==> config.mk <==
export PLATFORM = sky130hd
export DESIGN_NAME = ppq_queue
export DESIGN_NICKNAME = d
export VERILOG_FILES = /design/src/sv/ppq_pkg.sv /design/src/sv/ppq_queue.sv
export SDC_FILE = /design/constraint.sdc
export NUM_CORES = 1
export LEC_CHECK = 0
export BUFFER_PORTS_ARGS = -buffer_cell sky130_fd_sc_hd__clkbuf_2
export CAP_MARGIN = 0
export CORE_ASPECT_RATIO = 0.9
export CORE_MARGIN = 2
export CORE_UTILIZATION = 48
export CTS_CLUSTER_SIZE = 10
export DETAILED_ROUTE_END_ITERATION = 16
export PLACE_DENSITY_LB_ADDON = 0.3
export SYNTH_ARGS = -nofsm -noshare
export SYNTH_HDL_FRONTEND = slang
export SYNTH_SLANG_ARGS = --single-unit
==> constraint.sdc <==
create_clock -name clk -period 1.75 [get_ports clk]
set_input_delay 0.175 -clock clk [delete_from_list [all_inputs] [get_ports clk]]
set_output_delay 0.175 -clock clk [all_outputs]
set_load 0.02 [all_outputs]
==> src/sv/ppq_pkg.sv <==
package ppq_pkg;

  // Index width limit and palette geometry
  localparam int MAX_BITS    = 8;
  localparam int PAL_DEPTH   = 256;
  localparam int PAL_AW      = $clog2(PAL_DEPTH);
  localparam int COMP_W      = 8;
  localparam int ENTRY_W     = 3 * COMP_W;
  localparam int VALUE_W     = 8;
  localparam int DIST_W      = 10;
  localparam int BITS_W      = 4;

  // Configuration port
  localparam int CFG_IDX_W   = 1;
  localparam int CFG_DATA_W  = BITS_W;
  localparam logic [CFG_IDX_W-1:0] CFG_PALETTE_MODE   = 1'b0;
  localparam logic [CFG_IDX_W-1:0] CFG_BITS_PER_VALUE = 1'b1;

  // Field codes
  localparam logic OP_LOAD     = 1'b0;
  localparam logic OP_QUANTIZE = 1'b1;
  localparam logic MODE_GRAY   = 1'b0;
  localparam logic MODE_COLOR  = 1'b1;

  // Luma arithmetic, Q16 weights; full scale is 255 * 65536
  localparam int LUMA_W      = 24;
  localparam int PROD_W      = LUMA_W + VALUE_W;
  localparam int QT_W        = 16;
  localparam int RECIP_W     = 25;
  localparam logic [LUMA_W-1:0] LUMA_WR = 24'd19595;
  localparam logic [LUMA_W-1:0] LUMA_WG = 24'd38470;
  localparam logic [LUMA_W-1:0] LUMA_WB = 24'd7471;
  // t / 255 is approximated as (t * 257) >> 16, then corrected once
  localparam logic [RECIP_W-1:0] RECIP_255 = 25'd257;
  localparam logic [QT_W-1:0]    DIV_255   = 16'd255;

  // Queue between front and back
  localparam int QUEUE_DEPTH = 4;
  localparam int QUEUE_AW    = $clog2(QUEUE_DEPTH);
  localparam int QUEUE_CW    = $clog2(QUEUE_DEPTH + 1);

  typedef enum logic [1:0] {
    KIND_LOAD,
    KIND_GRAY,
    KIND_COLOR
  } item_kind_t;

  typedef struct packed {
    item_kind_t              kind;
    logic [PAL_AW-1:0]       entry_index;
    logic [COMP_W-1:0]       red;
    logic [COMP_W-1:0]       green;
    logic [COMP_W-1:0]       blue;
  } queue_item_t;

  typedef struct packed {
    logic                    palette_mode;
    logic [VALUE_W-1:0]      max_index;
  } cfg_t;

  typedef enum logic [2:0] {
    BK_IDLE,
    BK_GRAY_LUMA,
    BK_GRAY_SCALE,
    BK_GRAY_RECIP,
    BK_GRAY_FIX,
    BK_SCAN,
    BK_EMIT
  } back_state_t;

  // Clamp the programmed index width to 1..MAX_BITS
  function automatic logic [BITS_W-1:0] clamp_bits(input logic [BITS_W-1:0] bits);
    logic [BITS_W-1:0] b;
    b = bits;
    if (b < BITS_W'(1)) b = BITS_W'(1);
    if (b > BITS_W'(MAX_BITS)) b = BITS_W'(MAX_BITS);
    return b;
  endfunction

  // Largest index for a given width: 2^bits - 1
  function automatic logic [VALUE_W-1:0] max_index_of(input logic [BITS_W-1:0] bits);
    logic [VALUE_W:0] m;
    m = ((VALUE_W + 1)'(1) << clamp_bits(bits)) - (VALUE_W + 1)'(1);
    return m[VALUE_W-1:0];
  endfunction

endpackage

==> src/sv/ppq_queue.sv <==
module ppq_queue (
  input  logic                  clk,
  input  logic                  rst_n,
  input  logic                  push,
  input  ppq_pkg::queue_item_t  push_item,
  output logic                  full,
  input  logic                  pop,
  output logic                  pop_valid,
  output ppq_pkg::queue_item_t  pop_item
);
  import ppq_pkg::*;

  queue_item_t         slot_r [QUEUE_DEPTH];
  logic [QUEUE_AW-1:0] wr_ptr_r;
  logic [QUEUE_AW-1:0] rd_ptr_r;
  logic [QUEUE_CW-1:0] count_r;
  logic [QUEUE_CW-1:0] count_nxt;

  assign full      = (count_r == QUEUE_CW'(QUEUE_DEPTH));
  assign pop_valid = (count_r != '0);
  assign pop_item  = slot_r[rd_ptr_r];

  always_comb begin
    count_nxt = count_r;
    if (push && !pop) begin
      count_nxt = count_r + QUEUE_CW'(1);
    end else if (pop && !push) begin
      count_nxt = count_r - QUEUE_CW'(1);
    end
  end

  // Pointers and fill count
  always_ff @(posedge clk) begin
    if (!rst_n) begin
      wr_ptr_r <= '0;
      rd_ptr_r <= '0;
      count_r  <= '0;
    end else begin
      if (push) wr_ptr_r <= wr_ptr_r + QUEUE_AW'(1);
      if (pop)  rd_ptr_r <= rd_ptr_r + QUEUE_AW'(1);
      count_r <= count_nxt;
    end
  end

  // Storage
  always_ff @(posedge clk) begin
    if (push) begin
      slot_r[wr_ptr_r] <= push_item;
    end
  end

endmodule

# Word-level counts from Yosys, hierarchy flattened
# Memories as Yosys holds them, arrays and structs flattened. A register that Yosys moved wholly into a read port is not among the register bits.
# Cells that the tools add are included.
# Widths: inputs -> output; s select.
# totals
input_bits	38
ramBits	136
out_inout_bits	36
wordCells	21
register_bits	7
mem_count	1
# memory_table
memory	depth	width	rd	rd_clocked_by_memory_dff	wr	line_no	text
slot_r	4	34	1	1	1	ppq_queue.sv:13	queue_item_t slot_r [QUEUE_DEPTH];
# classes
n_eq_ne	1
n_reduce_logical	6
muxes	6
add_sub_neg	4
# op_table
op	n
$mux 3	2
$add 2x1->2 const B	2
$mux 2	2
$add 3x1->3 const B	1
$eq 3x3->1 const B	1
$reduce_bool 3->1	1
$sub 3x1->3 const B	1
$logic_and 1x1->1	2
$logic_not 1->1	2
$mux 1	2
$reduce_bool 2->1	1

# Logic depth before layout (Yosys ltp)
# Gate-level depths: netlist (run 1).
# logic_depth
depth_word	4
depth_mapped	7
depth_no_buf	7

# Least setup slack after synthesis (run 1)
# Ideal clock, no wire load.
# synth_path
path_kind	register to register
start	register wr_ptr_r[0]
end	memory slot_r[2][0] (netlist bit) (enable)
slack_ps	-19
required_ps	1356
stages_incl_launch_ff	4
arrival_time_ps	1375
cell_sequence	dfxtp_1 > inv_1 > ha_1 > and2_1
# synth_lines
element	line_no	text
start, declared	ppq_queue.sv:14	logic [QUEUE_AW-1:0] wr_ptr_r;
start signal, assigned	ppq_queue.sv:39	if (push) wr_ptr_r <= wr_ptr_r + QUEUE_AW'(1);
end, declared	ppq_queue.sv:13	
# Straight into the memory's write port.

==> results of run 1 <==
==> cell type report <==
class | count | area share, %
Sequential cell | 145 | 59.18
Timing Repair Buffer | 126 | 15.80
Multi-Input combinational cell | 64 | 14.17
Clock buffer | 19 | 6.002
Tap cell | 152 | 2.637
Clock inverter | 13 | 1.995
Inverter | 4 | 0.2082
==> cell families after synthesis <==
group | synth area share (%)
adder cells (fa/ha/maj) | 1.529
XOR/XNOR | 0.8109
multiplexers | 14.83
AO/OA/AOI/OAI | 0.2316
AND/OR/NAND/NOR | 1.714
buffers and inverters | 1.946
flip-flops | 78.94
==> worst max-delay path, cell delays in order (launching register included) <==
cell	delay, ns
dfxtp_4	0.38
buf_12	0.13
buf_12	0.12
mux4_2	0.53
clkbuf_2	0.18
==> Yosys cell counts <==
cell,instances
a21boi_0,1
or3_1,2
buf_2,3
buf_12,3
clkbuf_1,1
nor2b_1,2
o21ai_0,1
mux4_2,30
dfxtp_1,9
and2_1,9
ha_1,5
xor2_1,3
inv_1,4
edfxtp_1,136
nand2_1,1
mux2i_1,2
xnor2_1,2
mux4_1,4
fa_1,1
buf_6,1
nor3b_1,1
==> per-stage QoR <==
| step | setup TNS (ns) | instance area, um2 | hold slack (ns) | utilization (%) | power (mW) |
|---|---|---|---|---|---|
| detailed placement | 0 | 6002 | 0.4007 | 55.06 | 4.999 |
| floorplan | 0 | 5406 | 0.2739 | - | 4.684 |
| CTS | -5.354 | 7059 | 0.06054 | 64.76 | 8.667 |
| finish | -3.894 | 7213 | 0.06971 | 66.17 | 8.712 |
| global placement | 0 | 6002 | 0.3911 | 55.06 | 4.978 |
| global route | -5.845 | 7213 | 0.08423 | 66.17 | 9.022 |
==> report_power, final <==
group / internal [mW] / switching [mW] / total, mW
Clock: 2.21 / 1.32 / 3.53
Sequential: 3.98 / 0.0582 / 4.04
Combinational: 0.595 / 0.550 / 1.15
==> flip-flops by register name (all words and copies together), names as in the netlist, named ones only <==
register,flops
count_r,3
wr_ptr_r,2
rd_ptr_r,2
slot_r,136
==> repair_timing <==
| action | in CTS | in global routing |
|---|---|---|
| setup endpoints to repair | 34 | 34 |
| hold buffers | 34 | 0 |
| gates cloned | 1 | 1 |
| buffers inserted | 5 | 1 |
| pin swaps | 0 | 0 |
| hold endpoints to repair | 136 | 0 |
| resized for setup | 10 | 75 |
==> routing by layer <==
| metal | routed length, um | vias up |
|---|---|---|
| met5 | 0 | - |
| met2 | 4979 | 69 |
| met3 | 394 | 13 |
| met1 | 4276 | 1326 |
| li1 | - | 1193 |
| met4 | 143 | 0 |
==> worst max-delay path by stage <==
stage / startpoint / end / slack [ns]
CTS: flip-flop / pop_item[33] / -0.19
finish: flip-flop / pop_item[13] / -0.17
global route: flip-flop / pop_item[14] / -0.21
detailed placement: pop / count_r[2]$_SDFFE_PN0P_ / 0.08
global placement: pop / count_r[2]$_SDFFE_PN0P_ / 0.15
floorplan: pop / count_r[2]$_SDFFE_PN0P_ / 0.30
==> flow_summary_export.csv, run 1 <==
group,metric,value,unit
floorplanning,die_height,104.6,um
floorplanning,pin_count,74,
worst_hold_path,whs_path_depth,2,
route,dr.pass1.iters,4,
floorplanning,initial_core_util,49.55,%
floorplanning,coreArea,10900,um2
placed_design,dp_hpwl,5.371,mm
power,leakage,2.551,nW
synth,syn-instance-count,221,
worst_hold_path,worstHoldStart,"rst_n",
finish,stdcell_count,523,
placed_design,finalWeightedCongestion,0.6601,
finish,diodes,0,
synth,synth.area.top_cells,"edfxtp_1, mux4_2, dfxtp_1, mux4_1, ha_1",
global_route,grt_max_degree,35,
finish,mostFrequentLayoutCells,"edfxtp_1, clkbuf_2, mux4_2, dlygate4sd3_1, buf_6",
clocking,clk_latency,0.41,ns
clocking,clk_pin_slew_worst_paths,0.06,ns
outcome,status,"finished, violations left",
timing,setup_ws,-0.1660,ns
synth,syn-num-nets,265,
timing,fmax,0.5219,GHz
synth,synth_area,5401,um2
synth,yosysSeqAreaShare,78.94,%
synth,syn_avg_cell_area,24.44,um2
timing,period_needed,1.916,ns
global_route,grt_use_met2,26.32,%
clocking,root_buffer,"clkbuf_16",
run,cap_violations,0,
finish,fillers,765,
worst_hold_path,worstHoldPathType,"primary input to flip-flop",
timing,setup_viol,34,
floorplanning,rows,36,
worst_setup_path,worstSetupPathType,"flip-flop to output port",
clocking,cts_sinks,145,
finish,layout_commonest_cell,"edfxtp_1",
timing,hold_viol,0,
worst_setup_path,crit_fanout,6,
global_route,grt_util_met1,22.22,%
synth,synth-seq-cells,145,
synth,yosys_warnings,0,
placed_design,dp.cells,450,
route,drtIter0Drc,140,
finish,multi_input_area,1022,um2
global_route,grt.overflow.total,0,
route,wl,9.793,mm
outcome,violations,"setup timing",
placed_design,port_buffers,73,
finish,regArea,4269,um2
worst_setup_path,critPathLaunchType,"flip-flop",
timing,slew_violations,0,
power,p_per_area,1208,nW/um2
global_route,grt_pass1_vias,2752,
power,irDropWorstVdd,598.7,uV
timing,worst_pin_slew,0.3194,ns
worst_setup_path,ff2ff_path_depth,4,
global_route,grt_pass1_wl,14.72,mm
timing,max-slew-margin-rel,78.71,%
worst_setup_path,endpoint_kind,"output port",
route,drc,0,
floorplanning,die_w,115.8,um
timing,fin_skew,0.005364,ns
finish,area_growth,33.54,%
clocking,htree_levels,4,
clocking,clockBufferDepth,2,
finish,nets,402,
route,via_count,2601,
worst_setup_path,rrSetupSlack,0.25,ns
synth,synth_top_area_share,75.61,%
synth,synth_area_leader_cell,"edfxtp_1",
timing,period_share,109.5,%
worst_setup_path,required,1.57,ns
global_route,top_usage_layer,"met2",
clocking,cts_buffers,17,
finish,drive_gt1_share,42.59,%
worst_setup_path,rr_startpoint,"count_r[0]$_SDFFE_PN0P_",
route,wl_per_cell,18.72,um
placed_design,place_ws,0.07913,ns
global_route,antenna_found_initial,0,
worst_setup_path,cp.arrival,1.74,ns
floorplanning,dieArea,12120,um2
global_route,track_usage,16.97,%
timing,rsz0062_at_grt,"true",
synth,yosysUniqueCellTypes,21,
clocking,cts_tree,"yes",
worst_hold_path,hold_end,"wr_ptr_r[0]$_SDFFE_PN0P_",
worst_setup_path,r2r_end,"count_r[2]$_SDFFE_PN0P_",
global_route,met3_usage,5.452,%
route,vias_per_cell,4.973,
route,ant_nets,0,
No activity file was read; power rests on OpenSTA's default activity.
==> run 2, diff against run 1 <==
Settings changed: PLACE_DENSITY set to 0.8, PLACE_DENSITY_LB_ADDON 0.3 to not set.
==> run 2 against run 1 <==
  * The flow still finishes with violations (setup timing)
  * Combinational power decreased by 6%
  * Register-to-register slack got worse by 0.02 ns
  * Count of clock-buffer cells in the layout increased by 2
  * Utilization decreased by 0.41 points
  * Sequential share of layout area increased by 0.37 points
  * Design area decreased by 0.62%
  * Critical path depth unchanged
  * Final cell count decreased by 0.96%
  * Setup slack got worse by 0.028 ns
  * Via count decreased by 0.69%
  * Power increased by 1.9%
  * Die area unchanged
  * Critical path type unchanged
  * Largest cell class unchanged
  * Highest routed layer unchanged
==> flow_summary_export.csv, run 2 (synthesis gave the netlist of run 1 again) <==
group,metric,value,unit
floorplanning,die_w,115.8,um
route,wl,9.175,mm
clocking,cts_tree,"yes",
global_route,grt.overflow.total,0,
worst_setup_path,cp.arrival,1.77,ns
route,drtIter0Drc,178,
finish,multi_input_area,1026,um2
timing,fmax,0.5143,GHz
placed_design,port_buffers,73,
timing,period_share,111.1,%
finish,fillers,754,
power,leakage,2.546,nW
worst_setup_path,rr_startpoint,"count_r[0]$_SDFFE_PN0P_",
clocking,clk_latency,0.41,ns
finish,largest_register_ffs,136,
global_route,grt_max_degree,35,
finish,nets,397,
power,p_per_area,1238,nW/um2
finish,mostFrequentLayoutCells,"edfxtp_1, clkbuf_2, dlygate4sd3_1",
worst_setup_path,path_cells,"buf_12 > buf_12 > mux4_2 > buf_8",
placed_design,dp_hpwl,5.324,mm
route,ant_nets,0,
floorplanning,initial_core_util,49.55,%
worst_setup_path,crit_family,"multiplexers",
power,irDropWorstVdd,912.7,uV
worst_setup_path,required,1.57,ns
global_route,antenna_found_initial,0,
worst_setup_path,crit_top_cell,"buf_12",
worst_setup_path,worstSetupPathType,"flip-flop to output port",
worst_setup_path,critPathLaunchType,"flip-flop",
finish,drive_gt1_share,42.90,%
global_route,grt_pass1_vias,2737,
route,wl_per_cell,17.71,um
timing,setup_viol,34,
route,dr.pass1.iters,4,
run,cap_violations,0,
finish,finalInstanceArea,7168,um2
route,via_count,2583,
worst_hold_path,worstHoldStart,"rst_n",
global_route,grt_pass1_wl,13.97,mm
timing,tns,-4.114,ns
outcome,violations,"setup timing",
finish,diodes,0,
timing,fin_skew,0.006445,ns
placed_design,placed_area,6012,um2
route,drc,0,
timing,setup_ws,-0.1945,ns
power,power,8.876,mW
floorplanning,pin_count,74,
timing,period_needed,1.944,ns
finish,largest_registers,"slot_r x136, count_r x3",
clocking,clockBufferDepth,2,
clocking,root_buffer,"clkbuf_16",
worst_setup_path,max_stage_delay,0.54,ns
floorplanning,rows,36,
worst_setup_path,endpoint_kind,"output port",
outcome,status,"finished, violations left",
worst_setup_path,cp_slowest_cell,"mux4_2",
timing,slew_violations,0,
global_route,track_usage,16.19,%
timing,hold_viol,0,
floorplanning,die_height,104.6,um
clocking,cts_sinks,145,
clocking,cts_buffers,17,
worst_setup_path,path_buf_inv,3,
clocking,clk_pin_slew_worst_paths,0.06,ns
worst_hold_path,worstHoldPathType,"primary input to flip-flop",
timing,fin_hold_ws,0.05528,ns
timing,worst_pin_slew,0.2978,ns
finish,layout_commonest_cell,"edfxtp_1",
placed_design,finalWeightedCongestion,0.7256,
floorplanning,coreArea,10900,um2
finish,largest_register,"slot_r",
timing,max-slew-margin-rel,80.15,%
finish,regArea,4269,um2
route,vias_per_cell,4.986,
timing,rsz0062_at_grt,"true",
worst_setup_path,crit_fanout,8,
floorplanning,dieArea,12120,um2
finish,area_growth,32.71,%
clocking,htree_levels,4,
finish,final_util,65.76,%
[run 2: per-stage QoR]
| step | cells | setup WS, ns |
|---|---|---|
| finish | 518 | -0.1945 |
| global route | 518 | -0.2485 |
| CTS | 518 | -0.2031 |
| detailed placement | 448 | 0.07642 |
| global placement | 448 | 0.1570 |
| floorplan | 221 | 0.2982 |
[run 2: what timing repair did]
item	4_1_cts	5_1_grt
hold endpoints to repair	136	0
buffers inserted	3	0
setup endpoints to repair	34	34
hold buffers	34	0
cloned	1	0
resized for setup	12	62
[run 2: final cells by class]
cell class	instances	area share, %
clock buffer	21	6.563
clock inverter	11	2.217
inverter	4	0.2095
multi-input combinational	64	14.31
sequential	145	59.56
tap	152	2.653
timing repair buffer	121	14.49
[run 2: power breakdown]
part           total, mW  switching (mW)  internal, mW
clock network       3.76            1.28          2.48
registers           4.04          0.0574          3.98
logic               1.08           0.531         0.546
[run 2: metal layers]
layer / routed length (um) / track usage (%)
met5: 0 / 0
met4: 85 / 6.633
met3: 391 / 5.336
met2: 4748 / 25.77
met1: 3951 / 20.54
[run 2: worst paths after layout]
kind | endpoint | slack [ns] | cells past startpoint
worst min register to register | count_r[2]$_SDFFE_PN0P_ | 0.54 | 2
worst max-delay path | pop_item[10] | -0.19 | 4
worst min-delay path | wr_ptr_r[0]$_SDFFE_PN0P_ | 0.06 | 2
worst max register to register | count_r[2]$_SDFFE_PN0P_ | 0.23 | 4
[run 2: worst register-to-register path: cells and delay by family (launching register included)]
family                     cells  cell delay [ns]
AOI/OAI and AO/OA              1             0.17
xor gates and xnor gates       1             0.17
adders and majority gates      1             0.44
DFF                            1             0.35
and+or+nand+nor                1             0.31
