`src/sv/ppq_pkg.sv`:
```
package ppq_pkg;

  // Index width limit and palette geometry
  localparam int MAX_BITS    = 8;
  localparam int PAL_DEPTH   = 256;
  localparam int PAL_AW      = $clog2(PAL_DEPTH);
  localparam int COMP_W      = 8;
  localparam int ENTRY_W     = 3 * COMP_W;
  localparam int VALUE_W     = 8;
  localparam int DIST_W      = 10;
  localparam int BITS_W      = 4;

  // Configuration port
  localparam int CFG_IDX_W   = 1;
  localparam int CFG_DATA_W  = BITS_W;
  localparam logic [CFG_IDX_W-1:0] CFG_PALETTE_MODE   = 1'b0;
  localparam logic [CFG_IDX_W-1:0] CFG_BITS_PER_VALUE = 1'b1;

  // Field codes
  localparam logic OP_LOAD     = 1'b0;
  localparam logic OP_QUANTIZE = 1'b1;
  localparam logic MODE_GRAY   = 1'b0;
  localparam logic MODE_COLOR  = 1'b1;

  // Luma arithmetic, Q16 weights; full scale is 255 * 65536
  localparam int LUMA_W      = 24;
  localparam int PROD_W      = LUMA_W + VALUE_W;
  localparam int QT_W        = 16;
  localparam int RECIP_W     = 25;
  localparam logic [LUMA_W-1:0] LUMA_WR = 24'd19595;
  localparam logic [LUMA_W-1:0] LUMA_WG = 24'd38470;
  localparam logic [LUMA_W-1:0] LUMA_WB = 24'd7471;
  // t / 255 is approximated as (t * 257) >> 16, then corrected once
  localparam logic [RECIP_W-1:0] RECIP_255 = 25'd257;
  localparam logic [QT_W-1:0]    DIV_255   = 16'd255;

  // Queue between front and back
  localparam int QUEUE_DEPTH = 4;
  localparam int QUEUE_AW    = $clog2(QUEUE_DEPTH);
  localparam int QUEUE_CW    = $clog2(QUEUE_DEPTH + 1);

  typedef enum logic [1:0] {
    KIND_LOAD,
    KIND_GRAY,
    KIND_COLOR
  } item_kind_t;

  typedef struct packed {
    item_kind_t              kind;
    logic [PAL_AW-1:0]       entry_index;
    logic [COMP_W-1:0]       red;
    logic [COMP_W-1:0]       green;
    logic [COMP_W-1:0]       blue;
  } queue_item_t;

  typedef struct packed {
    logic                    palette_mode;
    logic [VALUE_W-1:0]      max_index;
  } cfg_t;

  typedef enum logic [2:0] {
    BK_IDLE,
    BK_GRAY_LUMA,
    BK_GRAY_SCALE,
    BK_GRAY_RECIP,
    BK_GRAY_FIX,
    BK_SCAN,
    BK_EMIT
  } back_state_t;

  // Clamp the programmed index width to 1..MAX_BITS
  function automatic logic [BITS_W-1:0] clamp_bits(input logic [BITS_W-1:0] bits);
    logic [BITS_W-1:0] b;
    b = bits;
    if (b < BITS_W'(1)) b = BITS_W'(1);
    if (b > BITS_W'(MAX_BITS)) b = BITS_W'(MAX_BITS);
    return b;
  endfunction

  // Largest index for a given width: 2^bits - 1
  function automatic logic [VALUE_W-1:0] max_index_of(input logic [BITS_W-1:0] bits);
    logic [VALUE_W:0] m;
    m = ((VALUE_W + 1)'(1) << clamp_bits(bits)) - (VALUE_W + 1)'(1);
    return m[VALUE_W-1:0];
  endfunction

endpackage

```
`src/sv/ppq_if.sv`:
```
interface ppq_in_if;
  logic                        valid;
  logic                        ready;
  logic                        operation;
  logic [ppq_pkg::PAL_AW-1:0]  entry_index;
  logic [ppq_pkg::COMP_W-1:0]  red;
  logic [ppq_pkg::COMP_W-1:0]  green;
  logic [ppq_pkg::COMP_W-1:0]  blue;

  modport source (output valid, operation, entry_index, red, green, blue, input ready);
  modport sink   (input valid, operation, entry_index, red, green, blue, output ready);
endinterface


```
`src/sv/ppq_front.sv`:
```
module ppq_front (
  input  logic                            clk,
  input  logic                            rst_n,
  input  logic                            cfg_we,
  input  logic [ppq_pkg::CFG_IDX_W-1:0]   cfg_index,
  input  logic [ppq_pkg::CFG_DATA_W-1:0]  cfg_wdata,
  ppq_in_if.sink                          in_chan,
  input  logic                            q_full,
  output logic                            q_push,
  output ppq_pkg::queue_item_t            q_item,
  output ppq_pkg::cfg_t                   cfg
);
  import ppq_pkg::*;

  logic              palette_mode_r;
  logic [BITS_W-1:0] bits_r;

  // Configuration registers
  always_ff @(posedge clk) begin
    if (!rst_n) begin
      palette_mode_r <= MODE_GRAY;
      bits_r         <= BITS_W'(1);
    end else if (cfg_we) begin
      case (cfg_index)
        CFG_PALETTE_MODE:   palette_mode_r <= cfg_wdata[0];
        CFG_BITS_PER_VALUE: bits_r         <= cfg_wdata[BITS_W-1:0];
        default:            ;
      endcase
    end
  end

  assign cfg.palette_mode = palette_mode_r;
  assign cfg.max_index    = max_index_of(bits_r);

  // Accept while the queue has room
  assign in_chan.ready = !q_full;
  assign q_push        = in_chan.valid && !q_full;

  // Classify the item for the back end
  always_comb begin
    q_item.entry_index = in_chan.entry_index;
    q_item.red         = in_chan.red;
    q_item.green       = in_chan.green;
    q_item.blue        = in_chan.blue;
    if (in_chan.operation == OP_LOAD) begin
      q_item.kind = KIND_LOAD;
    end else if (palette_mode_r == MODE_COLOR) begin
      q_item.kind = KIND_COLOR;
    end else begin
      q_item.kind = KIND_GRAY;
    end
  end

endmodule

```
`src/flat_wrapper.sv`:
```
// flat-port wrapper written by rule: the top's interface ports become plain ports
module ppq_front_flat import ppq_pkg::*;
  (clk, rst_n, cfg_we, cfg_index, cfg_wdata, q_full, q_push, q_item, cfg, in_chan_valid, in_chan_operation, in_chan_entry_index, in_chan_red, in_chan_green, in_chan_blue, in_chan_ready);
  ppq_in_if in_chan_i ();
  input  logic clk;
  input  logic rst_n;
  input  logic cfg_we;
  input  logic [ppq_pkg::CFG_IDX_W-1:0] cfg_index;
  input  logic [ppq_pkg::CFG_DATA_W-1:0] cfg_wdata;
  input  logic q_full;
  output logic q_push;
  output ppq_pkg::queue_item_t q_item;
  output ppq_pkg::cfg_t cfg;
  input wire logic [$bits(in_chan_i.valid)-1:0] in_chan_valid;
  input wire logic [$bits(in_chan_i.operation)-1:0] in_chan_operation;
  input wire logic [$bits(in_chan_i.entry_index)-1:0] in_chan_entry_index;
  input wire logic [$bits(in_chan_i.red)-1:0] in_chan_red;
  input wire logic [$bits(in_chan_i.green)-1:0] in_chan_green;
  input wire logic [$bits(in_chan_i.blue)-1:0] in_chan_blue;
  output wire logic [$bits(in_chan_i.ready)-1:0] in_chan_ready;
  assign in_chan_i.valid = in_chan_valid;
  assign in_chan_i.operation = in_chan_operation;
  assign in_chan_i.entry_index = in_chan_entry_index;
  assign in_chan_i.red = in_chan_red;
  assign in_chan_i.green = in_chan_green;
  assign in_chan_i.blue = in_chan_blue;
  assign in_chan_ready = in_chan_i.ready;
  ppq_front u_core (.clk(clk), .rst_n(rst_n), .cfg_we(cfg_we), .cfg_index(cfg_index), .cfg_wdata(cfg_wdata), .in_chan(in_chan_i), .q_full(q_full), .q_push(q_push), .q_item(q_item), .cfg(cfg));
endmodule
```
`config.mk`:
```
export PLATFORM = sky130hd
export DESIGN_NAME = ppq_front_flat
export DESIGN_NICKNAME = d
export VERILOG_FILES = /design/src/sv/ppq_pkg.sv /design/src/sv/ppq_if.sv /design/src/sv/ppq_front.sv /design/src/flat_wrapper.sv
export SDC_FILE = /design/constraint.sdc
export NUM_CORES = 1
export LEC_CHECK = 0
export BUFFER_PORTS_ARGS = -buffer_cell sky130_fd_sc_hd__buf_2
export CORE_MARGIN = 8
export CORE_UTILIZATION = 31
export DETAILED_ROUTE_END_ITERATION = 16
export GPL_ROUTABILITY_DRIVEN = 0
export PLACE_DENSITY = 0.86
export SLEW_MARGIN = 15
export SYNTH_ARGS = -nofsm -noshare
export SYNTH_HDL_FRONTEND = slang
export SYNTH_SLANG_ARGS = --single-unit
```
`constraint.sdc`:
```
create_clock -name clk -period 3.55 [get_ports clk]
set_clock_uncertainty 0.15 [all_clocks]
set_input_delay 0.355 -clock clk [delete_from_list [all_inputs] [get_ports clk]]
set_output_delay 0.355 -clock clk [all_outputs]
set_load 0.03 [all_outputs]
```
== Word-level counts from Yosys, hierarchy flattened ==
Cells that the tools add are included.

* Bits in registers: 5
* Input bits: 43

* Add/subtract/negate cells: 1
* Order comparisons: 2
* Shifts and indexed selects: 1
* Multiplexer cells: 4
* Bitwise operators: 1
* Reductions and logical operators: 4

{| class="wikitable"
|+ Operators by type and width
! operator !! count
|-
| two-way mux 4 bit || 2
|-
| << shifter 1 x 4 -> 8 bit, first input constant || 1
|-
| subtractor 8 x 2 -> 8 bit, second input constant || 1
|-
| greater-than comparator 4 bit, second input constant || 1
|-
| less-than comparator 4 x 1 -> 1 bit, second input constant || 1
|-
| two-way mux 2 bit || 2
|-
| AND reduction 2 bit || 2
|-
| logical AND 1 bit || 1
|-
| logical NOT 1 bit || 1
|-
| inverter 1 bit || 1
|}

== Depth between registers and ports, before layout ==
Gate-level depths: netlist of the first run.

* Depth after elaboration: 6
* Gate-level depth with buffers: 5

== Worst setup path before layout of the first run ==
No wires, ideal clock.

* Kind: register to output
* Start: reg u_core.bits_r[3]
* End: out cfg[6] (netlist bit)
* Arrival time: 1581 ps
* Required time: 3045 ps
* Path slack: 1464 ps
* Cell stages (with the launch flop): 6
* Buffers on the path: 0
* Cells stage by stage: dfxtp_1 -> or3_1 -> ha_1 -> nor3_1 -> a21oi_1 -> o21ai_1

{| class="wikitable"
|+ RTL lines
! item !! line !! RTL
|-
| start, declared || ppq_front.sv:16 || <nowiki>logic [BITS_W-1:0] bits_r;</nowiki>
|-
| start signal, assigned || ppq_front.sv:26 || <nowiki>CFG_BITS_PER_VALUE: bits_r <= cfg_wdata[BITS_W-1:0];</nowiki>
|-
| end, declared || flat_wrapper.sv:13 || <nowiki>output ppq_pkg::cfg_t cfg;</nowiki>
|}

==> impl_metrics.xml, run 1 <==
<?xml version="1.0" encoding="UTF-8"?>
<metrics>
  <group name="layout">
    <metric name="areaGrowthSynthToFinish" unit="%">-15.3</metric>
    <metric name="mostFrequentLayoutCell" unit="">sky130_fd_sc_hd__buf_2</metric>
    <metric name="post_route_insts_no_fill" unit="">93</metric>
    <metric name="design.final.nets" unit="">113</metric>
    <metric name="drive_above_1_share" unit="%">39.7</metric>
    <metric name="mostFrequentLayoutCells" unit="">sky130_fd_sc_hd__buf_2 (22), sky130_fd_sc_hd__nand2_1 (6), sky130_fd_sc_hd__nand3_1 (5), sky130_fd_sc_hd__dfxtp_1 (5), sky130_fd_sc_hd__nor2b_1 (4)</metric>
    <metric name="n_antenna_cell" unit="">0</metric>
    <metric name="layout.cell_area.non_filler" unit="um2">484</metric>
    <metric name="final_util" unit="%">28.0</metric>
  </group>
  <group name="setup_path">
    <metric name="timing.rr.start" unit="">u_core.bits_r[3]</metric>
    <metric name="required" unit="ns">3.04</metric>
    <metric name="crit_fanout" unit="">8</metric>
    <metric name="crit-reg2reg-capture" unit="">u_core.bits_r[3]</metric>
    <metric name="worstSetupStartpoint" unit="">u_core.bits_r[3]</metric>
    <metric name="critical_path.max_stage_delay" unit="ns">0.39</metric>
    <metric name="path_cells" unit="">or3_1, ha_1, nor3_1, a21oi_1, o21ai_1, buf_2</metric>
    <metric name="worst-r2r-setup-slack" unit="ns">2.69</metric>
    <metric name="type_of_the_worst_setup_path" unit="">reg2out</metric>
    <metric name="timing.critical_path.arrival" unit="ns">1.76</metric>
    <metric name="cp-start-kind" unit="">flip-flop</metric>
    <metric name="crit_path_top_delay_cell" unit="">sky130_fd_sc_hd__or3_1</metric>
    <metric name="cp_num_buf_inv" unit="">1</metric>
    <metric name="crit_path_end_kind" unit="">output pin</metric>
    <metric name="cp_top_family" unit="">simple AND/OR/NAND/NOR gates</metric>
    <metric name="worstRegToRegCells" unit="">2</metric>
  </group>
  <group name="logic_synthesis">
    <metric name="post_synth_instance_area" unit="um2">572</metric>
    <metric name="post-synth-top-area-cell" unit="">sky130_fd_sc_hd__buf_4</metric>
    <metric name="synth_top_area_share" unit="%">44.6</metric>
    <metric name="synth.area.top_cells" unit="">sky130_fd_sc_hd__buf_4 (45%), sky130_fd_sc_hd__dfxtp_1 (18%), sky130_fd_sc_hd__nand3_1 (4.4%), sky130_fd_sc_hd__nor2b_1 (4.4%), sky130_fd_sc_hd__nand2_1 (3.9%)</metric>
    <metric name="ys_ff_latch" unit="">5</metric>
    <metric name="synth_warnings" unit="">0</metric>
    <metric name="synth_ff_type" unit="">sky130_fd_sc_hd__dfxtp_1</metric>
    <metric name="ys_types" unit="">23</metric>
    <metric name="post_synth_edffs" unit="">0</metric>
    <metric name="fraction_of_registers_with_async_set_reset" unit="%">0</metric>
    <metric name="synthesis.instances" unit="">76</metric>
    <metric name="synth_area_per_cell" unit="um2">7.52</metric>
    <metric name="synth_seq_area_share" unit="%">17.5</metric>
  </group>
  <group name="sta">
    <metric name="report.final.slew_viol_count" unit="">0</metric>
    <metric name="fin_crit_sh" unit="%">63.9</metric>
    <metric name="postLayoutSetupSlackWorst" unit="ns">1.28</metric>
    <metric name="maxClockFrequency" unit="MHz">441</metric>
    <metric name="hold_viol_final" unit="">0</metric>
    <metric name="final_period_minus_worst_setup_slack" unit="ns">2.27</metric>
    <metric name="hold_slack" unit="ns">0.180</metric>
    <metric name="finalSetupTns" unit="ns">0</metric>
    <metric name="setup_viol" unit="">0</metric>
    <metric name="rsz0062_at_grt" unit="">false</metric>
  </group>
  <group name="routing">
    <metric name="viasPerCell" unit="">4.45</metric>
    <metric name="drt-pass1-iter-count" unit="">4</metric>
    <metric name="drt-initial-drc-count" unit="">8</metric>
    <metric name="detailroute.via_count" unit="">414</metric>
    <metric name="drc_violations_left" unit="">0</metric>
    <metric name="drtAntennaViolNets" unit="">0</metric>
    <metric name="finalWirelength" unit="um">1160</metric>
    <metric name="routed_wire_length_per_instance" unit="um">12.5</metric>
  </group>
  <group name="clock_tree">
    <metric name="cts-hold-fix-buffers" unit="">0</metric>
    <metric name="htreeDepth" unit="">1</metric>
    <metric name="number_of_buffers_created_by_cts" unit="">3</metric>
    <metric name="cts.root.buffer_cell" unit="">sky130_fd_sc_hd__clkbuf_4</metric>
    <metric name="cts_tree" unit="">built</metric>
    <metric name="cts_setup_buffers" unit="">0</metric>
    <metric name="cts_sinks" unit="">5</metric>
    <metric name="clk-insertion-delay-late" unit="ns">0.24</metric>
    <metric name="max-clock-path-buffers" unit="">2</metric>
    <metric name="post_cts_resized" unit="">0</metric>
    <metric name="cts.reportedPaths.clkPinSlew" unit="ns">0.05</metric>
  </group>
  <group name="grt">
    <metric name="grt_pass1_vias" unit="">398</metric>
    <metric name="grt_util_met1" unit="%">5.43</metric>
    <metric name="grt-ovfl-total" unit="">0</metric>
    <metric name="grt_first_pass_wirelength" unit="um">1750</metric>
    <metric name="grt_util_met2" unit="%">9.19</metric>
    <metric name="globalRoute.busiestLayer" unit="">met2</metric>
    <metric name="grt_start_max_net_pins" unit="">9</metric>
    <metric name="use_met3" unit="%">6.30</metric>
    <metric name="antenna_violations_before_repair" unit="">0</metric>
    <metric name="globalRouteTotalUtil" unit="%">6.50</metric>
  </group>
  <group name="placed_design">
    <metric name="portBuffers" unit="">22</metric>
    <metric name="hpwl" unit="um">952</metric>
    <metric name="placement.setup.worst_slack" unit="ns">1.52</metric>
    <metric name="place_area" unit="um2">458</metric>
    <metric name="dp.cells" unit="">89</metric>
  </group>
  <group name="hold_path">
    <metric name="hp-start" unit="">rst_n</metric>
    <metric name="hold-path-endpoint" unit="">u_core.bits_r[0]</metric>
    <metric name="hold-path-cell-count" unit="">2</metric>
    <metric name="timing.hold.worst.class" unit="">in2reg</metric>
  </group>
  <group name="run">
    <metric name="cap_viol_max_count" unit="">0</metric>
  </group>
  <group name="outcome">
    <metric name="result_of_the_run" unit="">completed</metric>
  </group>
  <group name="floorplan">
    <metric name="placeableCoreArea" unit="mm2">0.00173</metric>
    <metric name="fp.dieW" unit="um">58.9</metric>
    <metric name="die-height" unit="um">58.9</metric>
    <metric name="floorplan.rows" unit="">15</metric>
    <metric name="io_pins" unit="">88</metric>
    <metric name="floorplan.initialDensity" unit="%">33.1</metric>
    <metric name="die-area" unit="mm2">0.00347</metric>
  </group>
  <group name="power_and_ir_drop">
    <metric name="vdd_ir_drop_max" unit="V">0.0000862</metric>
    <metric name="leakagePower" unit="nW">0.253</metric>
    <metric name="power_density" unit="mW/mm2">382</metric>
    <metric name="total_power_draw" unit="mW">0.185</metric>
  </group>
</metrics>
==> layer usage <==
metal  wire length (um)  up-vias
met5                  0        -
met4                 24        0
met3                200       10
met2                571       33
met1                365      181
li1                   -      190
==> worst max path at each step <==
stage / slack [ns] / endpoint / cells after the start
final: 1.28 / cfg[6] / 6
after global routing: 1.15 / cfg[6] / 6
after CTS: 1.26 / cfg[6] / 6
after detailed placement: 1.52 / cfg[6] / 6
after global placement: 1.60 / cfg[6] / 6
after floorplan: 1.46 / cfg[6] / 5
==> power breakdown <==
group | internal [mW] | switching (mW)
clock | 0.0426 | 0.0243
combinational | 0.0193 | 0.0360
sequential | 0.0592 | 0.00352
==> sequential cells by signal (all words and copies together) (netlist names) <==
| signal | count |
|---|---|
| u_core.bits_r | 4 |
| u_core.palette_mode_r | 1 |
==> cell usage after synthesis (2+ instances only) <==
| master | count |
|---|---|
| sky130_fd_sc_hd__o21ai_0 | 2 |
| sky130_fd_sc_hd__nand2_1 | 6 |
| sky130_fd_sc_hd__buf_4 | 34 |
| sky130_fd_sc_hd__a21boi_0 | 2 |
| sky130_fd_sc_hd__nor2b_1 | 4 |
| sky130_fd_sc_hd__dfxtp_1 | 5 |
| sky130_fd_sc_hd__nand3_1 | 5 |
| sky130_fd_sc_hd__nand2b_1 | 2 |
| sky130_fd_sc_hd__inv_1 | 2 |
==> logic make-up (layout without fill, tap and decap cells) <==
group                      count (synthesis)  count (layout)  synth area share, %
and+or+nand+nor                           23              23                 22.3
other                                      1               2                0.656
adders and majority gates                  1               1                 2.19
buffers and inverters                     37              28                 46.6
AOI/OAI and AO/OA                          7               7                 7.44
xor gates and xnor gates                   1               1                 1.53
DFF                                        5               5                 17.5
muxes                                      1               1                 1.75
==> area by class of cell <==
cell class	instances	area [um2]
flip-flops and latches	5	100
repair buffers	22	110
multi-input cells	35	209
clock buffers	4	26.3
fillers	214	1240
well taps	25	31.3
inverters	2	7.51
Power figures use the tool's default switching activity.
==> run 2: changes to the inputs <==
--- a/config.mk
+++ b/config.mk
@@ -7,10 +7,10 @@
 export LEC_CHECK = 0
 export BUFFER_PORTS_ARGS = -buffer_cell sky130_fd_sc_hd__buf_2
 export CORE_MARGIN = 8
-export CORE_UTILIZATION = 31
+export CORE_UTILIZATION = 28
 export DETAILED_ROUTE_END_ITERATION = 16
 export GPL_ROUTABILITY_DRIVEN = 0
-export PLACE_DENSITY = 0.86
+export PLACE_DENSITY = 0.78
 export SLEW_MARGIN = 15
 export SYNTH_ARGS = -nofsm -noshare
 export SYNTH_HDL_FRONTEND = slang
==> constraint.sdc (replaced) <==
create_clock -name clk -period 2.26 [get_ports clk]
set_clock_uncertainty 0.15 [all_clocks]
set_input_delay 0.226 -clock clk [delete_from_list [all_inputs] [get_ports clk]]
set_output_delay 0.226 -clock clk [all_outputs]
set_load 0.03 [all_outputs]
==> run 2 against run 1 <==
Critical path depth unchanged. Critical path type unchanged. Critical endpoint unchanged. Sequential share of layout area decreased by 0.11 points. Hold slack got worse by 0.13 ns. Largest power group unchanged.
==> impl_metrics.xml, run 2 (synthesis gave the netlist of run 1 again) <==
<?xml version="1.0" encoding="UTF-8"?>
<metrics>
  <group name="floorplan">
    <metric name="floorplan.rows" unit="">16</metric>
    <metric name="die-area" unit="mm2">0.00374</metric>
    <metric name="placeableCoreArea" unit="mm2">0.00194</metric>
    <metric name="die-height" unit="um">61.2</metric>
    <metric name="io_pins" unit="">88</metric>
    <metric name="fp.dieW" unit="um">61.2</metric>
    <metric name="floorplan.initialDensity" unit="%">29.4</metric>
  </group>
  <group name="routing">
    <metric name="viasPerCell" unit="">4.16</metric>
    <metric name="drc_violations_left" unit="">0</metric>
    <metric name="drt-pass1-iter-count" unit="">2</metric>
    <metric name="finalWirelength" unit="um">1140</metric>
    <metric name="drt-initial-drc-count" unit="">5</metric>
    <metric name="detailroute.via_count" unit="">395</metric>
    <metric name="drtAntennaViolNets" unit="">0</metric>
    <metric name="routed_wire_length_per_instance" unit="um">12.0</metric>
  </group>
  <group name="placed_design">
    <metric name="placement.setup.worst_slack" unit="ns">0.375</metric>
    <metric name="hpwl" unit="um">999</metric>
    <metric name="portBuffers" unit="">22</metric>
    <metric name="dp.cells" unit="">91</metric>
  </group>
  <group name="clock_tree">
    <metric name="clk-insertion-delay-late" unit="ns">0.24</metric>
    <metric name="cts-hold-fix-buffers" unit="">0</metric>
    <metric name="number_of_buffers_created_by_cts" unit="">3</metric>
    <metric name="cts_tree" unit="">built</metric>
    <metric name="cts_sinks" unit="">5</metric>
    <metric name="max-clock-path-buffers" unit="">2</metric>
    <metric name="post_cts_resized" unit="">0</metric>
    <metric name="cts.reportedPaths.clkPinSlew" unit="ns">0.04</metric>
    <metric name="htreeDepth" unit="">1</metric>
    <metric name="cts_setup_buffers" unit="">0</metric>
    <metric name="cts.root.buffer_cell" unit="">sky130_fd_sc_hd__clkbuf_4</metric>
  </group>
  <group name="setup_path">
    <metric name="type_of_the_worst_setup_path" unit="">reg2out</metric>
    <metric name="timing.critical_path.arrival" unit="ns">1.76</metric>
    <metric name="crit_path_end_kind" unit="">output pin</metric>
    <metric name="crit-reg2reg-capture" unit="">u_core.bits_r[3]</metric>
    <metric name="crit_fanout" unit="">8</metric>
    <metric name="cp-start-kind" unit="">flip-flop</metric>
    <metric name="required" unit="ns">1.88</metric>
    <metric name="worstRegToRegCells" unit="">2</metric>
    <metric name="worst-r2r-setup-slack" unit="ns">1.40</metric>
    <metric name="timing.rr.start" unit="">u_core.bits_r[3]</metric>
  </group>
  <group name="power_and_ir_drop">
    <metric name="power_density" unit="mW/mm2">593</metric>
    <metric name="vdd_ir_drop_max" unit="V">0.000317</metric>
    <metric name="total_power_draw" unit="mW">0.288</metric>
    <metric name="leakagePower" unit="nW">0.253</metric>
  </group>
  <group name="grt">
    <metric name="grt_first_pass_wirelength" unit="um">1730</metric>
    <metric name="grt_pass1_vias" unit="">412</metric>
    <metric name="grt-ovfl-total" unit="">0</metric>
    <metric name="antenna_violations_before_repair" unit="">0</metric>
    <metric name="grt_start_max_net_pins" unit="">9</metric>
    <metric name="globalRouteTotalUtil" unit="%">6.13</metric>
  </group>
  <group name="layout">
    <metric name="mostFrequentLayoutCell" unit="">sky130_fd_sc_hd__buf_2</metric>
    <metric name="mostFrequentLayoutCells" unit="">sky130_fd_sc_hd__buf_2 (22), sky130_fd_sc_hd__nand2_1 (6), sky130_fd_sc_hd__nand3_1 (5), sky130_fd_sc_hd__dfxtp_1 (5), sky130_fd_sc_hd__nor2b_1 (4)</metric>
    <metric name="area.sequential" unit="um2">100</metric>
    <metric name="design.final.nets" unit="">113</metric>
    <metric name="post_route_insts_no_fill" unit="">95</metric>
    <metric name="multi_input_comb_area" unit="um2">209</metric>
    <metric name="final_util" unit="%">25.1</metric>
    <metric name="drive_above_1_share" unit="%">39.7</metric>
    <metric name="largest_reg_flops" unit="">4</metric>
    <metric name="largest-register" unit="">u_core.bits_r</metric>
    <metric name="largest_regs" unit="">u_core.bits_r (4), u_core.palette_mode_r (1)</metric>
    <metric name="fillerInstances" unit="">233</metric>
    <metric name="n_antenna_cell" unit="">0</metric>
    <metric name="areaGrowthSynthToFinish" unit="%">-14.9</metric>
  </group>
  <group name="sta">
    <metric name="report.final.slew_viol_count" unit="">0</metric>
    <metric name="setup_viol" unit="">0</metric>
    <metric name="rsz0062_at_grt" unit="">false</metric>
    <metric name="fin_crit_sh" unit="%">94.4</metric>
    <metric name="hold_viol_final" unit="">0</metric>
    <metric name="postLayoutSetupSlackWorst" unit="ns">0.127</metric>
    <metric name="final_period_minus_worst_setup_slack" unit="ns">2.13</metric>
    <metric name="finalSetupTns" unit="ns">0</metric>
    <metric name="maxClockFrequency" unit="MHz">469</metric>
  </group>
  <group name="hold_path">
    <metric name="hold-path-endpoint" unit="">u_core.bits_r[0]</metric>
    <metric name="hp-start" unit="">rst_n</metric>
    <metric name="timing.hold.worst.class" unit="">in2reg</metric>
    <metric name="hold-path-cell-count" unit="">2</metric>
  </group>
  <group name="run">
    <metric name="cap_viol_max_count" unit="">0</metric>
  </group>
  <group name="outcome">
    <metric name="result_of_the_run" unit="">completed</metric>
  </group>
</metrics>
-- run 2: cell counts in the layout (fill, tap and decap cells not counted) --
Identical to the previous run, type by type.
-- run 2: where the power goes --
| part | internal [mW] | switching (mW) | total [mW] |
|---|---|---|---|
| Sequential | 0.0931 | 0.00589 | 0.0990 |
| Clock | 0.0668 | 0.0372 | 0.104 |
| Combinational | 0.0304 | 0.0550 | 0.0854 |
-- run 2: area by class of cell --
| type | count | share of cell area, % |
|---|---|---|
| Timing Repair Buffer | 22 | 22.6 |
| Multi-Input combinational cell | 35 | 42.9 |
| Sequential cell | 5 | 20.6 |
| Inverter | 2 | 1.54 |
| Tap cell | 27 | 6.94 |
| Clock buffer | 4 | 5.40 |
-- run 2: per-stage QoR --
step	cell area (um2)	hold WS, ns
6_report	487	0.0464
3_3_place_gp	460	0.287
4_1_cts	487	0.0418
2_1_floorplan	576	0.148
3_5_place_dp	460	0.296
5_1_grt	487	0.0592
-- run 2: worst max-delay path by stage --
stage / cells past startpoint / to / slack (ns) / start
global placement: 6 / cfg[6] / 0.43 / u_core.bits_r[3]
global route: 6 / cfg[6] / 0.03 / u_core.bits_r[3]
finish: 6 / cfg[6] / 0.13 / u_core.bits_r[3]
detailed placement: 6 / cfg[6] / 0.37 / u_core.bits_r[3]
CTS: 6 / cfg[6] / 0.11 / u_core.bits_r[3]
floorplan: 5 / cfg[6] / 0.30 / u_core.bits_r[3]
-- run 2: worst max-delay path, stage by stage, from the launching register on --
cell	delay, ns
sky130_fd_sc_hd__dfxtp_1	0.35
sky130_fd_sc_hd__or3_1	0.39
sky130_fd_sc_hd__ha_1	0.25
sky130_fd_sc_hd__nor3_1	0.15
sky130_fd_sc_hd__a21oi_1	0.06
sky130_fd_sc_hd__o21ai_1	0.11
sky130_fd_sc_hd__buf_2	0.21
-- run 2: routing by layer --
layer	GRT usage [%]	vias up	share of wire, %
li1	-	189	-
met1	5.76	156	37
met2	8.81	40	40
met3	5.43	10	20
met4	3.65	0	3.1
met5	0	-	0
==> run 3: changes to the inputs <==
--- a/config.mk
+++ b/config.mk
@@ -6,6 +6,7 @@
 export NUM_CORES = 1
 export LEC_CHECK = 0
 export BUFFER_PORTS_ARGS = -buffer_cell sky130_fd_sc_hd__buf_2
+export CORE_ASPECT_RATIO = 0.8
 export CORE_MARGIN = 8
 export CORE_UTILIZATION = 28
 export DETAILED_ROUTE_END_ITERATION = 16
==> run 3 against run 2 <==
Wire length down 3.7%. Core utilization up 0.62 points. Total power up 0.50%. Sequential share of layout area down 0.16 points. Critical endpoint unchanged. Largest power group unchanged.
==> impl_metrics.xml, run 3 (synthesis gave the netlist of run 1 again) <==
<?xml version="1.0" encoding="UTF-8"?>
<metrics>
  <group name="placed_design">
    <metric name="portBuffers" unit="">22</metric>
    <metric name="place_area" unit="um2">457</metric>
  </group>
  <group name="power_and_ir_drop">
    <metric name="vdd_ir_drop_max" unit="V">0.000211</metric>
    <metric name="p_switching" unit="mW">0.0986</metric>
    <metric name="total_power_draw" unit="mW">0.290</metric>
    <metric name="power_density" unit="mW/mm2">591</metric>
    <metric name="switching_fraction" unit="%">34.0</metric>
    <metric name="power.share.combinational" unit="%">30.4</metric>
    <metric name="p_clk_share" unit="%">35.3</metric>
    <metric name="p_int" unit="mW">0.191</metric>
    <metric name="leakagePower" unit="nW">0.255</metric>
    <metric name="p_seq_share" unit="%">34.3</metric>
  </group>
  <group name="routing">
    <metric name="routed_wire_length_per_instance" unit="um">12.0</metric>
    <metric name="drtAntennaViolNets" unit="">0</metric>
    <metric name="drc_violations_left" unit="">0</metric>
    <metric name="drt-pass1-iter-count" unit="">4</metric>
    <metric name="finalWirelength" unit="um">1100</metric>
    <metric name="detailroute.via_count" unit="">380</metric>
    <metric name="drt-initial-drc-count" unit="">29</metric>
    <metric name="viasPerCell" unit="">4.13</metric>
  </group>
  <group name="setup_path">
    <metric name="type_of_the_worst_setup_path" unit="">reg2out</metric>
    <metric name="cp_top_family" unit="">simple AND/OR/NAND/NOR gates</metric>
    <metric name="required" unit="ns">1.88</metric>
    <metric name="path_cells" unit="">or3_1, ha_1, nor3_2, a21oi_1, o21ai_1, buf_4</metric>
    <metric name="timing.critical_path.arrival" unit="ns">1.75</metric>
    <metric name="crit_path_end_kind" unit="">output pin</metric>
    <metric name="crit_path_top_delay_cell" unit="">sky130_fd_sc_hd__or3_1</metric>
    <metric name="critical_path.max_stage_delay" unit="ns">0.40</metric>
    <metric name="cp-start-kind" unit="">flip-flop</metric>
    <metric name="worst-r2r-setup-slack" unit="ns">1.36</metric>
    <metric name="crit_fanout" unit="">8</metric>
    <metric name="cp_num_buf_inv" unit="">1</metric>
  </group>
  <group name="layout">
    <metric name="layout.cell_area.non_filler" unit="um2">490</metric>
    <metric name="n_antenna_cell" unit="">0</metric>
    <metric name="largest-register" unit="">u_core.bits_r</metric>
    <metric name="mostFrequentLayoutCells" unit="">sky130_fd_sc_hd__buf_2 (21), sky130_fd_sc_hd__nand2_1 (6), sky130_fd_sc_hd__nand3_1 (5), sky130_fd_sc_hd__dfxtp_1 (5), sky130_fd_sc_hd__nor2b_1 (4)</metric>
    <metric name="fillerInstances" unit="">210</metric>
    <metric name="largest_reg_flops" unit="">4</metric>
    <metric name="largest_regs" unit="">u_core.bits_r (4), u_core.palette_mode_r (1)</metric>
    <metric name="drive_above_1_share" unit="%">41.2</metric>
    <metric name="mostFrequentLayoutCell" unit="">sky130_fd_sc_hd__buf_2</metric>
    <metric name="design.final.nets" unit="">113</metric>
    <metric name="areaGrowthSynthToFinish" unit="%">-14.2</metric>
  </group>
  <group name="grt">
    <metric name="grt_pass1_vias" unit="">386</metric>
    <metric name="grt_first_pass_wirelength" unit="um">1610</metric>
    <metric name="globalRouteTotalUtil" unit="%">5.51</metric>
    <metric name="grt-ovfl-total" unit="">0</metric>
    <metric name="antenna_violations_before_repair" unit="">0</metric>
    <metric name="grt_start_max_net_pins" unit="">9</metric>
  </group>
  <group name="clock_tree">
    <metric name="max-clock-path-buffers" unit="">2</metric>
    <metric name="cts_tree" unit="">built</metric>
    <metric name="htreeDepth" unit="">1</metric>
    <metric name="cts_sinks" unit="">5</metric>
    <metric name="number_of_buffers_created_by_cts" unit="">3</metric>
    <metric name="cts.reportedPaths.clkPinSlew" unit="ns">0.04</metric>
    <metric name="clk-insertion-delay-late" unit="ns">0.24</metric>
    <metric name="cts.root.buffer_cell" unit="">sky130_fd_sc_hd__clkbuf_4</metric>
  </group>
  <group name="sta">
    <metric name="rsz0062_at_grt" unit="">false</metric>
    <metric name="hold_viol_final" unit="">0</metric>
    <metric name="report.final.slew_viol_count" unit="">0</metric>
    <metric name="final_period_minus_worst_setup_slack" unit="ns">2.13</metric>
    <metric name="finalSetupTns" unit="ns">0</metric>
    <metric name="fin_crit_sh" unit="%">94.1</metric>
    <metric name="maxClockFrequency" unit="MHz">470</metric>
    <metric name="setup_viol" unit="">0</metric>
  </group>
  <group name="floorplan">
    <metric name="die-area" unit="mm2">0.00375</metric>
    <metric name="die-height" unit="um">56.4</metric>
    <metric name="floorplan.rows" unit="">14</metric>
    <metric name="fp.dieW" unit="um">66.5</metric>
    <metric name="io_pins" unit="">88</metric>
    <metric name="floorplan.initialDensity" unit="%">29.9</metric>
    <metric name="placeableCoreArea" unit="mm2">0.00191</metric>
  </group>
  <group name="run">
    <metric name="cap_viol_max_count" unit="">0</metric>
  </group>
  <group name="hold_path">
    <metric name="timing.hold.worst.class" unit="">in2reg</metric>
  </group>
  <group name="outcome">
    <metric name="result_of_the_run" unit="">completed</metric>
  </group>
</metrics>
[run 3: cell counts in the layout (fill, tap and decap cells not counted)]
No cell type changed its count.
[run 3: area by class of cell]
| cell class | instances | area [um2] | share of cell area, % |
|---|---|---|---|
| multi-input cells | 35 | 214 | 43.6 |
| repair buffers | 22 | 113 | 23.0 |
| flip-flops and latches | 5 | 100 | 20.4 |
| well taps | 24 | 30.0 | 6.12 |
| clock buffers | 4 | 26.3 | 5.36 |
| inverters | 2 | 7.51 | 1.53 |
[run 3: path summary, 6_finish.rpt]
kind	end	cells past startpoint	startpoint
worst max-delay path	cfg[6]	6	u_core.bits_r[3]
worst min-delay path	u_core.bits_r[0]	2	rst_n
worst max register to register	u_core.bits_r[3]	2	u_core.bits_r[3]
worst min register to register	u_core.bits_r[1]	2	u_core.bits_r[1]
[run 3: repair_timing]
item / in CTS / in global routing
hold buffers: 0 / 0
setup endpoints to repair: 0 / 1
setup buffers: 0 / 0
resized for setup: 0 / 3
[run 3: power groups by stage]
| stage | combinational, mW | clock (mW) | sequential (mW) |
|---|---|---|---|
| after CTS | 0.0878 | 0.107 | 0.0990 |
| after detailed placement | 0.0877 | 0 | 0.101 |
| after global placement | 0.0860 | 0 | 0.0999 |
| after global routing | 0.0961 | 0.114 | 0.100 |
| final | 0.0881 | 0.102 | 0.0995 |
| after floorplan | 0.166 | 0 | 0.0990 |
[run 3: routing by layer]
metal	GRT usage, %	up-vias	share of wire, %
met5	0	-	0
met4	3.95	0	1.1
met3	2.77	2	11
met2	9.22	19	50
met1	5.02	171	38
li1	-	188	-
[run 3: stage by stage]
step           hold slack, ns  std cells  util [%]  setup slack (ns)
3_5_place_dp            0.302         88      23.9             0.333
5_1_grt                0.0644         92      25.7           0.00286
4_1_cts                0.0544         92      25.3            0.0702
2_1_floorplan           0.148         77         -             0.303
3_3_place_gp            0.294         88      23.9             0.425
6_report               0.0601         92      25.7             0.132
